### src/rtl/core/pld_pkg.sv
// Shared types, constants and the calibration table of the distance lookup.
package pld_pkg;

  localparam int AdcW       = 10;
  localparam int MmW        = 10;
  localparam int StatusW    = 2;
  localparam int TablePoints = 9;
  localparam int TableSlots = 16;
  localparam int QuotW      = 10;
  localparam int ProdW      = AdcW + QuotW;
  localparam int QueueDepth = 2;
  localparam int QueuePtrW  = $clog2(QueueDepth);
  localparam int QueueCntW  = $clog2(QueueDepth + 1);

  typedef enum logic [StatusW-1:0] {
    STATUS_OK   = 2'd0,
    STATUS_NEAR = 2'd1,
    STATUS_FAR  = 2'd2
  } status_t;

  // Calibration points: falling converter codes against rising distances.
  // Slots past the last real point repeat it and only add zero-span segments.
  localparam logic [AdcW-1:0] PT_ADC [TableSlots] = '{
    10'd471, 10'd338, 10'd266, 10'd194, 10'd147, 10'd121, 10'd102, 10'd90, 10'd82,
    10'd82,  10'd82,  10'd82,  10'd82,  10'd82,  10'd82,  10'd82
  };

  localparam logic [MmW-1:0] PT_MM [TableSlots] = '{
    10'd100, 10'd150, 10'd200, 10'd300, 10'd400, 10'd500, 10'd600, 10'd700, 10'd800,
    10'd800, 10'd800, 10'd800, 10'd800, 10'd800, 10'd800, 10'd800
  };

  // One classified item, ready for the arithmetic back end.
  typedef struct packed {
    status_t           status;
    logic [MmW-1:0]    base;
    logic [AdcW-1:0]   offset;
    logic [QuotW-1:0]  m_span;
    logic [AdcW-1:0]   a_span;
  } pld_item_t;

endpackage

### src/rtl/core/piecewise_linear_distance_lookup.sv
// Top level of the piecewise-linear distance lookup for an infrared range sensor.
//
// Input channel: drive adc_sample with start high; the item is taken at the
// rising edge where start is high and busy is low. busy stays low in normal
// operation, so a new sample can be offered in every cycle.
// Output channel: done is high for exactly one cycle with range_status and
// distance_mm; the result is taken at the edge that ends that cycle. The
// receiver cannot stall, so results leave in acceptance order, one per cycle.
// Path: the front register holds the segment-search result, the queue slot
// holds the item, then the product register, a restoring divide step for
// each quotient bit, and the final add into the output register. Throughput
// is one item per cycle.
// Status 0 means in range, 1 too close, 2 too far; distance is 0 unless the
// status is in range. A zero-span segment returns its start distance.
// Reset (synchronous, active high) empties the front register, the queue and
// all pipeline valid bits at once; items in flight are dropped and no result
// appears until new samples are accepted.
module piecewise_linear_distance_lookup (
  input  logic                          clk,
  input  logic                          rst,
  input  logic                          start,
  output logic                          busy,
  input  logic [pld_pkg::AdcW-1:0]      adc_sample,
  output logic                          done,
  output logic [pld_pkg::StatusW-1:0]   range_status,
  output logic [pld_pkg::MmW-1:0]       distance_mm
);

  // Classified items pass from the front end into the queue.
  logic               push;
  logic               q_full;
  pld_pkg::pld_item_t front_item;

  // The queue drains into the back end whenever it holds an item.
  logic               q_vld;
  pld_pkg::pld_item_t q_item;

  pld_front u_front (
    .clk        (clk),
    .rst        (rst),
    .start      (start),
    .adc_sample (adc_sample),
    .q_full     (q_full),
    .busy       (busy),
    .push       (push),
    .item       (front_item)
  );

  pld_queue u_queue (
    .clk      (clk),
    .rst      (rst),
    .push     (push),
    .in_item  (front_item),
    .full     (q_full),
    .out_vld  (q_vld),
    .out_item (q_item)
  );

  pld_back u_back (
    .clk          (clk),
    .rst          (rst),
    .in_vld       (q_vld),
    .in_item      (q_item),
    .done         (done),
    .range_status (range_status),
    .distance_mm  (distance_mm)
  );

endmodule

### src/rtl/core/pld_front.sv
// Front end: takes samples, finds the bracketing segment and registers the item.
module pld_front (
  input  logic                         clk,
  input  logic                         rst,
  input  logic                         start,
  input  logic [pld_pkg::AdcW-1:0]     adc_sample,
  input  logic                         q_full,
  output logic                         busy,
  output logic                         push,
  output pld_pkg::pld_item_t           item
);

  logic               front_vld;
  logic               front_vld_next;
  logic               accept;
  pld_pkg::pld_item_t cls;

  assign push   = front_vld && !q_full;
  assign busy   = front_vld && q_full;
  assign accept = start && !busy;
  assign front_vld_next = accept || (front_vld && !push);

  always_comb begin
    logic found;
    found = 1'b0;
    cls.status = pld_pkg::STATUS_FAR;
    cls.base   = '0;
    cls.offset = '0;
    cls.m_span = '0;
    cls.a_span = pld_pkg::AdcW'(1);
    if (adc_sample > pld_pkg::PT_ADC[0]) begin
      cls.status = pld_pkg::STATUS_NEAR;
    end else if (adc_sample >= pld_pkg::PT_ADC[pld_pkg::TablePoints-1]) begin
      // Walk down from the last segment so the first bracketing one wins.
      for (int k = pld_pkg::TablePoints - 2; k >= 0; k--) begin
        if (adc_sample <= pld_pkg::PT_ADC[k] && adc_sample >= pld_pkg::PT_ADC[k+1]) begin
          found      = 1'b1;
          cls.base   = pld_pkg::PT_MM[k];
          if (pld_pkg::PT_ADC[k] == pld_pkg::PT_ADC[k+1]) begin
            cls.offset = '0;
            cls.m_span = '0;
            cls.a_span = pld_pkg::AdcW'(1);
          end else begin
            cls.offset = pld_pkg::PT_ADC[k] - adc_sample;
            cls.m_span = pld_pkg::QuotW'(pld_pkg::PT_MM[k+1] - pld_pkg::PT_MM[k]);
            cls.a_span = pld_pkg::PT_ADC[k] - pld_pkg::PT_ADC[k+1];
          end
        end
      end
      if (found) begin
        cls.status = pld_pkg::STATUS_OK;
      end else begin
        cls.base = '0;
      end
    end
  end

  always_ff @(posedge clk) begin
    if (rst) begin
      front_vld <= 1'b0;
    end else begin
      front_vld <= front_vld_next;
    end
  end

  always_ff @(posedge clk) begin
    if (accept) begin
      item <= cls;
    end
  end

endmodule

### src/rtl/core/pld_queue.sv
// Short queue between the front end and the arithmetic back end.
module pld_queue (
  input  logic                clk,
  input  logic                rst,
  input  logic                push,
  input  pld_pkg::pld_item_t  in_item,
  output logic                full,
  output logic                out_vld,
  output pld_pkg::pld_item_t  out_item
);

  pld_pkg::pld_item_t               slots [pld_pkg::QueueDepth];
  logic [pld_pkg::QueuePtrW-1:0]    wr_ptr;
  logic [pld_pkg::QueuePtrW-1:0]    rd_ptr;
  logic [pld_pkg::QueueCntW-1:0]    count;
  logic [pld_pkg::QueueCntW-1:0]    count_next;
  logic                             pop;

  // The back end never stalls, so anything present leaves at once.
  assign out_vld  = (count != '0);
  assign pop      = out_vld;
  assign full     = (count == pld_pkg::QueueCntW'(pld_pkg::QueueDepth));
  assign out_item = slots[rd_ptr];

  always_comb begin
    count_next = count;
    if (push && !pop) begin
      count_next = count + 1'b1;
    end else if (pop && !push) begin
      count_next = count - 1'b1;
    end
  end

  always_ff @(posedge clk) begin
    if (rst) begin
      wr_ptr <= '0;
      rd_ptr <= '0;
      count  <= '0;
    end else begin
      count <= count_next;
      if (push) begin
        wr_ptr <= wr_ptr + 1'b1;
      end
      if (pop) begin
        rd_ptr <= rd_ptr + 1'b1;
      end
    end
  end

  always_ff @(posedge clk) begin
    if (push) begin
      slots[wr_ptr] <= in_item;
    end
  end

endmodule

### src/rtl/core/pld_back.sv
// Back end: multiply, pipelined restoring divide and final add.
module pld_back (
  input  logic                          clk,
  input  logic                          rst,
  input  logic                          in_vld,
  input  pld_pkg::pld_item_t            in_item,
  output logic                          done,
  output logic [pld_pkg::StatusW-1:0]   range_status,
  output logic [pld_pkg::MmW-1:0]       distance_mm
);

  localparam int Stages = pld_pkg::QuotW;

  // Index 0 holds the product stage; index j holds the result of divide step j.
  logic                         st_vld    [Stages+1];
  logic [pld_pkg::ProdW-1:0]    st_rem    [Stages+1];
  logic [pld_pkg::AdcW-1:0]     st_div    [Stages+1];
  logic [pld_pkg::QuotW-1:0]    st_quo    [Stages+1];
  logic [pld_pkg::MmW-1:0]      st_base   [Stages+1];
  pld_pkg::status_t             st_status [Stages+1];
  logic [pld_pkg::MmW:0]        sum;

  always_ff @(posedge clk) begin
    if (rst) begin
      st_vld[0] <= 1'b0;
    end else begin
      st_vld[0] <= in_vld;
    end
  end

  always_ff @(posedge clk) begin
    st_rem[0]    <= pld_pkg::ProdW'(in_item.offset) * pld_pkg::ProdW'(in_item.m_span);
    st_div[0]    <= in_item.a_span;
    st_quo[0]    <= '0;
    st_base[0]   <= in_item.base;
    st_status[0] <= in_item.status;
  end

  // The offset never exceeds the span, so the quotient fits in QuotW bits.
  for (genvar j = 1; j <= Stages; j++) begin : g_div
    logic [pld_pkg::ProdW-1:0] trial;
    logic                      take;

    assign trial = {{(pld_pkg::ProdW-pld_pkg::AdcW){1'b0}}, st_div[j-1]} << (Stages - j);
    assign take  = (st_rem[j-1] >= trial);

    always_ff @(posedge clk) begin
      if (rst) begin
        st_vld[j] <= 1'b0;
      end else begin
        st_vld[j] <= st_vld[j-1];
      end
    end

    always_ff @(posedge clk) begin
      st_rem[j]    <= take ? (st_rem[j-1] - trial) : st_rem[j-1];
      st_quo[j]    <= st_quo[j-1] | (pld_pkg::QuotW'(take) << (Stages - j));
      st_div[j]    <= st_div[j-1];
      st_base[j]   <= st_base[j-1];
      st_status[j] <= st_status[j-1];
    end
  end

  assign sum = {1'b0, st_base[Stages]} + {1'b0, st_quo[Stages]};

  always_ff @(posedge clk) begin
    if (rst) begin
      done <= 1'b0;
    end else begin
      done <= st_vld[Stages];
    end
  end

  always_ff @(posedge clk) begin
    range_status <= st_status[Stages];
    distance_mm  <= sum[pld_pkg::MmW-1:0];
  end

endmodule

### config.mk
export PLATFORM = sky130hd
export DESIGN_NAME = piecewise_linear_distance_lookup
export DESIGN_NICKNAME = d
export VERILOG_FILES = /design/src/rtl/core/pld_pkg.sv /design/src/rtl/core/piecewise_linear_distance_lookup.sv /design/src/rtl/core/pld_front.sv /design/src/rtl/core/pld_queue.sv /design/src/rtl/core/pld_back.sv
export SDC_FILE = /design/constraint.sdc
export NUM_CORES = 1
export LEC_CHECK = 0
export ABC_CLOCK_PERIOD_IN_PS = 6400
export BUFFER_PORTS_ARGS = -buffer_cell sky130_fd_sc_hd__buf_4
export CELL_PAD_IN_SITES_DETAIL_PLACEMENT = 0
export CELL_PAD_IN_SITES_GLOBAL_PLACEMENT = 1
export CORE_ASPECT_RATIO = 1.2
export CORE_MARGIN = 4
export CORE_UTILIZATION = 46
export CTS_CLUSTER_DIAMETER = 150
export DETAILED_ROUTE_END_ITERATION = 10
export PLACE_DENSITY_LB_ADDON = 0.2
export SYNTH_ARGS = -nofsm -noshare
export SYNTH_HDL_FRONTEND = slang
export SYNTH_SLANG_ARGS = --single-unit
### constraint.sdc
create_clock -name clk -period 6.4 [get_ports clk]
set_clock_uncertainty 0.15 [all_clocks]
set_input_delay 0.64 -clock clk [delete_from_list [all_inputs] [get_ports clk]]
set_output_delay 0.64 -clock clk [all_outputs]
set_load 0.02 [all_outputs]
==> results.cfg, run 1 <==
[power]
swShare_pct = 34.1
total_power_mw = 14.5
pwr-share-seq_pct = 38.1
p_int_mw = 9.54
power.switching_mw = 4.93
p_leak_nw = 10.7
ir_worst_vdd_uv = 281
clock_power_share_pct = 23.5
combPwrFrac_pct = 38.4
p_per_area_nw_per_um2 = 578

[worst_setup_path]
critPathMostFrequentCell = ha_1
crit_path_top_delay_cell = fa_1
worstSetupEndpointType = flop
r2r_cells = 20
crit_type = reg -> reg
worstReg2RegEnd = u_back.st_rem[0][17]
start_kind = flop
cp.arrival_ns = 5.68
required_ns = 6.76
cp_top_family = adder cells
critical_path_buf_inv_count = 2
crit_chain = buf_4 > mux2i_1 > nor2_1 > xor2_1 > ha_1 > a21oi_1 > fa_1 > inv_1 > ha_1 > fa_1 > ha_1 > ha_1 > a21o_1 > a21oi_1 > o21ai_0 > a31oi_1 > nor2b_1 > o21a_1 > o41ai_1 > xnor2_1
reg2reg_setup_slack_ns = 1.08
cpPeakStageDelay_ns = 0.54
crit_fanout = 13

[clock_network]
cts_hold_buf = 0
cts_tree = done
root_buffer = clkbuf_16
htreeDepth = 2
clk_pin_slew_ns = 0.06
post-cts-setup-buffers = 0
cts_resized = 0
numCtsBuffers = 55
clk_latency_ns = 0.61
cts_max_path_buffers = 3
numClockSinks = 571

[global_route]
grt_use_total_pct = 15.8
grt_overflow = 0
antenna_found_initial = 0
grt_pass1_vias = 14200
grt_max_degree = 33
grt_pass1_wl_mm = 68.2

[die]
die-area_um2 = 51800
io_pins = 27
initial_utilization_pct = 46.8
rows = 87
core_um2 = 47400
die_h_um = 248
die_x_um = 208

[yosys]
syn_avg_cell_area_um2 = 11.1
synthFlopType = dfxtp_1
synthCells = 2003
synth_mux_area_share_pct = 2.43
yosys.area_share.xor_xnor_pct = 5.10
yosys.area_share.adder_pct = 11.7
synth_seq_area_share_pct = 55.9
ys_ff_latch = 571
ys_types = 85
yosys_warnings = 0
synth_compound_area_share_pct = 9.46
synth_top_family_by_area = adder cells
synthSimpleGateAreaFrac_pct = 11.5
syn-cell-area_um2 = 22200
postSynth.asyncResetShare_pct = 0
synth_edf_count = 96
syn-num-nets = 2205

[finish]
insertedDiodeCount = 0
syn2layout_area_growth_pct = 13.0
fillCellCount = 4107
fin_cells = 2727
drive_gt1_share_pct = 9.41
fin_area_um2 = 25000
fin_nets = 2260

[flow_run]
drv_cap = 0

[sta]
post-route-min-period_ns = 5.32
fmax_mhz = 188
rsz0062_at_grt = no
hold_violations = 0
worst_pin_slew_ns = 1.13
worst_slack_ns = 1.08
setup_tns_ns = 0
setup_viol = 0
fin_crit_sh_pct = 83.1
finalMaxSlewViolations = 0
relSlewSlack_pct = 24.6

[min_path]
holdPathEnd = u_front.front_vld
hold_path.class = in -> reg
min_from = start
min_path_cells = 3

[placed_design]
dpl.hpwl_mm = 30.3
gp_congestion = 0.848
place_ws_ns = 1.08
dp.cells = 2624
portBuffers = 26
dpl_cell_area_um2 = 23000

[status]
outcome = finished, final reports clean

[route]
finalWirelength_mm = 40.4
drt_pass1_iterations = 5
ant_nets = 0
wl_per_cell_um = 14.8
vias = 13600
drc_errors = 0
drt_iter0_drc = 638
avgViaCountPerCell = 4.99
final cells by class:
cell class | instances | area, µm² | area share (%)
Clock inverter | 27 | 397 | 1.58
Timing Repair Buffer | 38 | 285 | 1.14
Multi-Input combinational cell | 1213 | 8920 | 35.6
Tap cell | 623 | 779 | 3.11
Clock buffer | 76 | 1610 | 6.41
Sequential cell | 571 | 12400 | 49.5
Inverter | 179 | 672 | 2.68
power groups by stage:
stage | registers (mW) | clock network (mW) | logic [mW]
floorplan | 5.44 | 0 | 4.38
global placement | 5.58 | 0 | 5.53
detailed placement | 5.60 | 0 | 5.62
CTS | 5.53 | 3.50 | 5.68
global route | 5.66 | 3.65 | 6.45
finish | 5.51 | 3.40 | 5.56
synth_stat cells, types with 6 or more instances:
master | n | area, µm²
a21oi_1 | 91 | 455
inv_1 | 177 | 664
o31ai_1 | 14 | 105
ha_1 | 158 | 1980
xor2_1 | 61 | 534
fa_1 | 31 | 621
edfxtp_1 | 96 | 2880
nand2_1 | 121 | 454
o21a_1 | 19 | 143
nor3_1 | 62 | 310
nand4b_1 | 6 | 52.6
nand4_1 | 16 | 100
or3_1 | 18 | 113
a211oi_1 | 12 | 90.1
a21boi_0 | 13 | 97.6
nand3b_1 | 6 | 45.0
nor4_1 | 10 | 62.6
nand2b_1 | 22 | 138
mux2i_1 | 23 | 230
dfxtp_1 | 475 | 9510
clkbuf_1 | 23 | 86.3
or4_1 | 11 | 82.6
or2_2 | 15 | 93.8
buf_2 | 12 | 60.1
a21o_1 | 12 | 90.1
mux2_2 | 26 | 293
nor2_1 | 139 | 522
nor2b_1 | 40 | 250
o211ai_1 | 6 | 45.0
a31oi_1 | 8 | 50.1
o21ai_0 | 94 | 470
xnor2_1 | 68 | 596
nand3_1 | 18 | 90.1
and2_1 | 7 | 43.8
how the worst max path moves through the flow:
stage	cells after the start	slack, ns	startpoint	endpoint
after detailed placement	20	1.08	flop	u_back.st_rem[0][17]
after global placement	20	1.17	flop	u_back.st_rem[0][17]
after CTS	20	1.04	flop	u_back.st_rem[0][17]
after global routing	20	0.67	flop	u_back.st_rem[0][17]
final	20	1.08	flop	u_back.st_rem[0][17]
after floorplan	21	0.83	flop	u_back.st_rem[0][17]
cells by family (layout without fill, tap and decap cells):
family	after synthesis	count (layout)
fa+ha+maj	189	189
simple gates	513	513
xor+xnor	129	129
mux	50	50
compound gates	331	331
flops	571	571
buf+inv	219	320
other cells	1	1
through the flow:
step | hold slack (ns) | util, %
2_1_floorplan | 0.160 | -
3_3_place_gp | 0.160 | 48.7
3_5_place_dp | 0.162 | 48.7
4_1_cts | 0.0547 | 52.9
5_1_grt | 0.0959 | 52.9
6_report | 0.0970 | 52.9
registers in the layout, indices dropped and copies added, names as in the netlist, named ones only:
signal,count
u_back.distance_mm,10
u_back.done,1
u_back.range_status,2
u_back.st_base,99
u_back.st_div,80
u_back.st_quo,55
u_back.st_rem,189
u_back.st_status,22
u_back.st_vld,11
u_front.front_vld,1
u_front.item,32
u_queue.count,2
u_queue.rd_ptr,1
u_queue.slots,64
u_queue.wr_ptr,1
layer usage:
metal  vias to the layer above  wire [µm]  GRT usage, %
met2                       222      22200          30.8
met5                         -          0             0
met3                        90       1530          3.21
li1                       6973          -             -
met1                      6329      15400          16.5
met4                         0       1310          5.71
layout by cell type (no fill, tap or decap), types with 23 or more instances in the layout:
cell,Yosys,layout
a21oi_1,91,91
buf_4,0,38
clkbuf_16,0,55
dfxtp_1,475,475
edfxtp_1,96,96
fa_1,31,31
ha_1,158,158
inv_1,177,177
mux2_2,26,26
mux2i_1,23,23
nand2_1,121,121
nor2_1,139,138
nor2b_1,40,39
nor3_1,62,61
o21ai_0,94,94
xnor2_1,68,68
xor2_1,61,61
tightest hold or removal path: stages:
cell and delay [ns]:
buf_4 0.08, nor2_1 0.03, nor2_1 0.06
Power figures use the tool's default switching activity.
==> run 2: changes to the inputs <==
--- a/config.mk
+++ b/config.mk
@@ -5,7 +5,7 @@
 export SDC_FILE = /design/constraint.sdc
 export NUM_CORES = 1
 export LEC_CHECK = 0
-export ABC_CLOCK_PERIOD_IN_PS = 6400
+export ABC_CLOCK_PERIOD_IN_PS = 5100
 export BUFFER_PORTS_ARGS = -buffer_cell sky130_fd_sc_hd__buf_4
 export CELL_PAD_IN_SITES_DETAIL_PLACEMENT = 0
 export CELL_PAD_IN_SITES_GLOBAL_PLACEMENT = 1
==> constraint.sdc (replaced) <==
create_clock -name clk -period 5.1 [get_ports clk]
set_clock_uncertainty 0.15 [all_clocks]
set_input_delay 0.51 -clock clk [delete_from_list [all_inputs] [get_ports clk]]
set_output_delay 0.51 -clock clk [all_outputs]
set_load 0.02 [all_outputs]
==> run 2 against run 1 <==
Against the previous run: non-clock buffer count up 23; maximum frequency rose by 7.4%; combinational power up 39%; core utilization rose by 0.95 points; power increased by 31%; wire length increased by 2.8%; register-to-register slack worse by 0.93 ns; sequential power grew 26%; critical path depth rose by 4; cell count rose by 0.81%; cell area increased by 1.8%; critical endpoint is now u_back.st_rem[0][16]; highest routed layer unchanged.
==> results.cfg, run 2 (same netlist as run 1, synthesis figures left out) <==
[status]
outcome = finished, final reports clean

[min_path]
min_path_cells = 2
hold_path.class = in -> reg

[route]
ant_nets = 0
wl_per_cell_um = 15.1
drt_pass1_iterations = 5
vias = 13800
drc_errors = 0
avgViaCountPerCell = 5.03
drt_iter0_drc = 693
finalWirelength_mm = 41.5

[worst_setup_path]
start_kind = flop
crit_chain = buf_12 > mux2i_1 > buf_4 > buf_4 > buf_4 > nor2_4 > ha_4 > inv_1 > fa_1 > inv_1 > ha_4 > fa_1 > ha_1 > ha_2 > inv_1 > fa_2 > nor2b_1 > o21ai_1 > a21boi_1 > o21a_1 > o21ai_2 > a21oi_2 > a21oi_2 > xnor2_1
cp_top_family = adder cells
cp.depth = 24
crit_path_top_delay_cell = fa_1
reg2reg_setup_slack_ns = 0.15
r2r_cells = 24
cp.arrival_ns = 5.25
crit_fanout = 7
required_ns = 5.40
crit_type = reg -> reg
worstSetupEndpointType = flop
critical_path_buf_inv_count = 7
cpPeakStageDelay_ns = 0.47

[die]
io_pins = 27
rows = 87
die-area_um2 = 51800
initial_utilization_pct = 46.8
core_um2 = 47400
die_x_um = 208
die_h_um = 248

[clock_network]
root_buffer = clkbuf_16
htreeDepth = 2
numCtsBuffers = 54
cts_max_path_buffers = 3
clk_pin_slew_ns = 0.07
numClockSinks = 571
clk_latency_ns = 0.63
cts_tree = done

[power]
swShare_pct = 34.3
combPwrFrac_pct = 41.0
clock_power_share_pct = 22.3
pwr-share-seq_pct = 36.7
p_leak_nw = 10.8
p_per_area_nw_per_um2 = 741
power.switching_mw = 6.49
p_int_mw = 12.4
total_power_mw = 18.9
ir_worst_vdd_uv = 446

[global_route]
grt_pass1_vias = 14200
grt_overflow = 0
antenna_found_initial = 0
grt_use_total_pct = 15.9
grt_pass1_wl_mm = 68.9
grt_max_degree = 33

[sta]
worst_pin_slew_ns = 0.812
hold_violations = 0
fin_crit_sh_pct = 97.1
finalMaxSlewViolations = 0
setup_viol = 0
worst_slack_ns = 0.147
post-route-min-period_ns = 4.95
relSlewSlack_pct = 45.7
fmax_mhz = 202

[finish]
reg_top3 = u_back.st_rem x189, u_back.st_base x99, u_back.st_div x80
insertedDiodeCount = 0
layout_commonest_cell = dfxtp_1
largest_reg_flops = 189
fillCellCount = 4035
multiInputGateArea_um2 = 9170
drive_gt1_share_pct = 11.9
syn2layout_area_growth_pct = 15.1
regArea_um2 = 12400
final_cell_mix = dfxtp_1, inv_1, ha_1
fin_nets = 2282
top_register = u_back.st_rem

[flow_run]
drv_cap = 0

[placed_design]
dpl.hpwl_mm = 30.7
portBuffers = 26
place_ws_ns = -0.128
gp_congestion = 0.847
## run 2: cell types whose count changed in the layout (fill, tap and decap cells not counted), sizes merged
cell,change
dlygate4sd3,+3
buf,+19
inv,+2
clkinv,+3
clkbuf,-5
## run 2: power groups by stage
stage	clock network [mW]	registers [mW]	logic, mW
5_1_grt	4.53	7.11	8.88
3_5_place_dp	0	7.03	7.09
3_3_place_gp	0	7.00	6.96
6_report	4.22	6.93	7.75
4_1_cts	4.35	6.94	7.19
2_1_floorplan	0	6.82	5.50
## run 2: through the flow
| step | std cells | setup TNS [ns] | hold slack (ns) | utilization, % | instance area [µm²] |
|---|---|---|---|---|---|
| 6_report | 2749 | 0 | 0.131 | 53.8 | 25500 |
| 5_1_grt | 2749 | -0.330 | 0.106 | 53.8 | 25500 |
| 4_1_cts | 2739 | 0 | 0.0928 | 53.1 | 25200 |
| 3_5_place_dp | 2632 | -0.207 | 0.162 | 48.8 | 23100 |
| 3_3_place_gp | 2632 | 0 | 0.160 | 48.8 | 23100 |
| 2_1_floorplan | 2003 | 0 | 0.160 | - | 22200 |
## run 2: path summary, 6_finish.rpt
| path | start | endpoint |
|---|---|---|
| max reg2reg | flop | u_back.st_rem[0][16] |
| min reg2reg | u_back.st_base[0][1] | u_back.st_base[1][1] |
| min | adc_sample[0] | u_front.item[20] |
| max | flop | u_back.st_rem[0][16] |
## run 2: layout make-up
cell class,count,area share [%]
well taps,623,3.06
inverters,179,2.64
clock buffers,70,6.06
repair buffers,61,1.99
multi-input cells,1213,36.0
flip-flops and latches,571,48.6
clock inverters,32,1.68
## run 2: metal layers
| layer | routed length (µm) | track usage (%) | share of wire, % | vias to the layer above |
|---|---|---|---|---|
| met2 | 23400 | 31.9 | 56 | 212 |
| met3 | 1310 | 2.31 | 3.2 | 91 |
| met4 | 1340 | 5.88 | 3.2 | 0 |
| met1 | 15500 | 16.6 | 37 | 6510 |
| met5 | 0 | 0 | 0 | - |
| li1 | - | - | - | 7007 |
## run 2: what timing repair did
action                                  in CTS  in global routing
resized for setup                            8                 39
gates cloned                                 0                  1
buffers inserted                             2                  9
hold buffers                                 3                  0
pin swaps                                    2                 19
endpoints found under the setup margin       4                  5
hold endpoints to repair                    15                  0
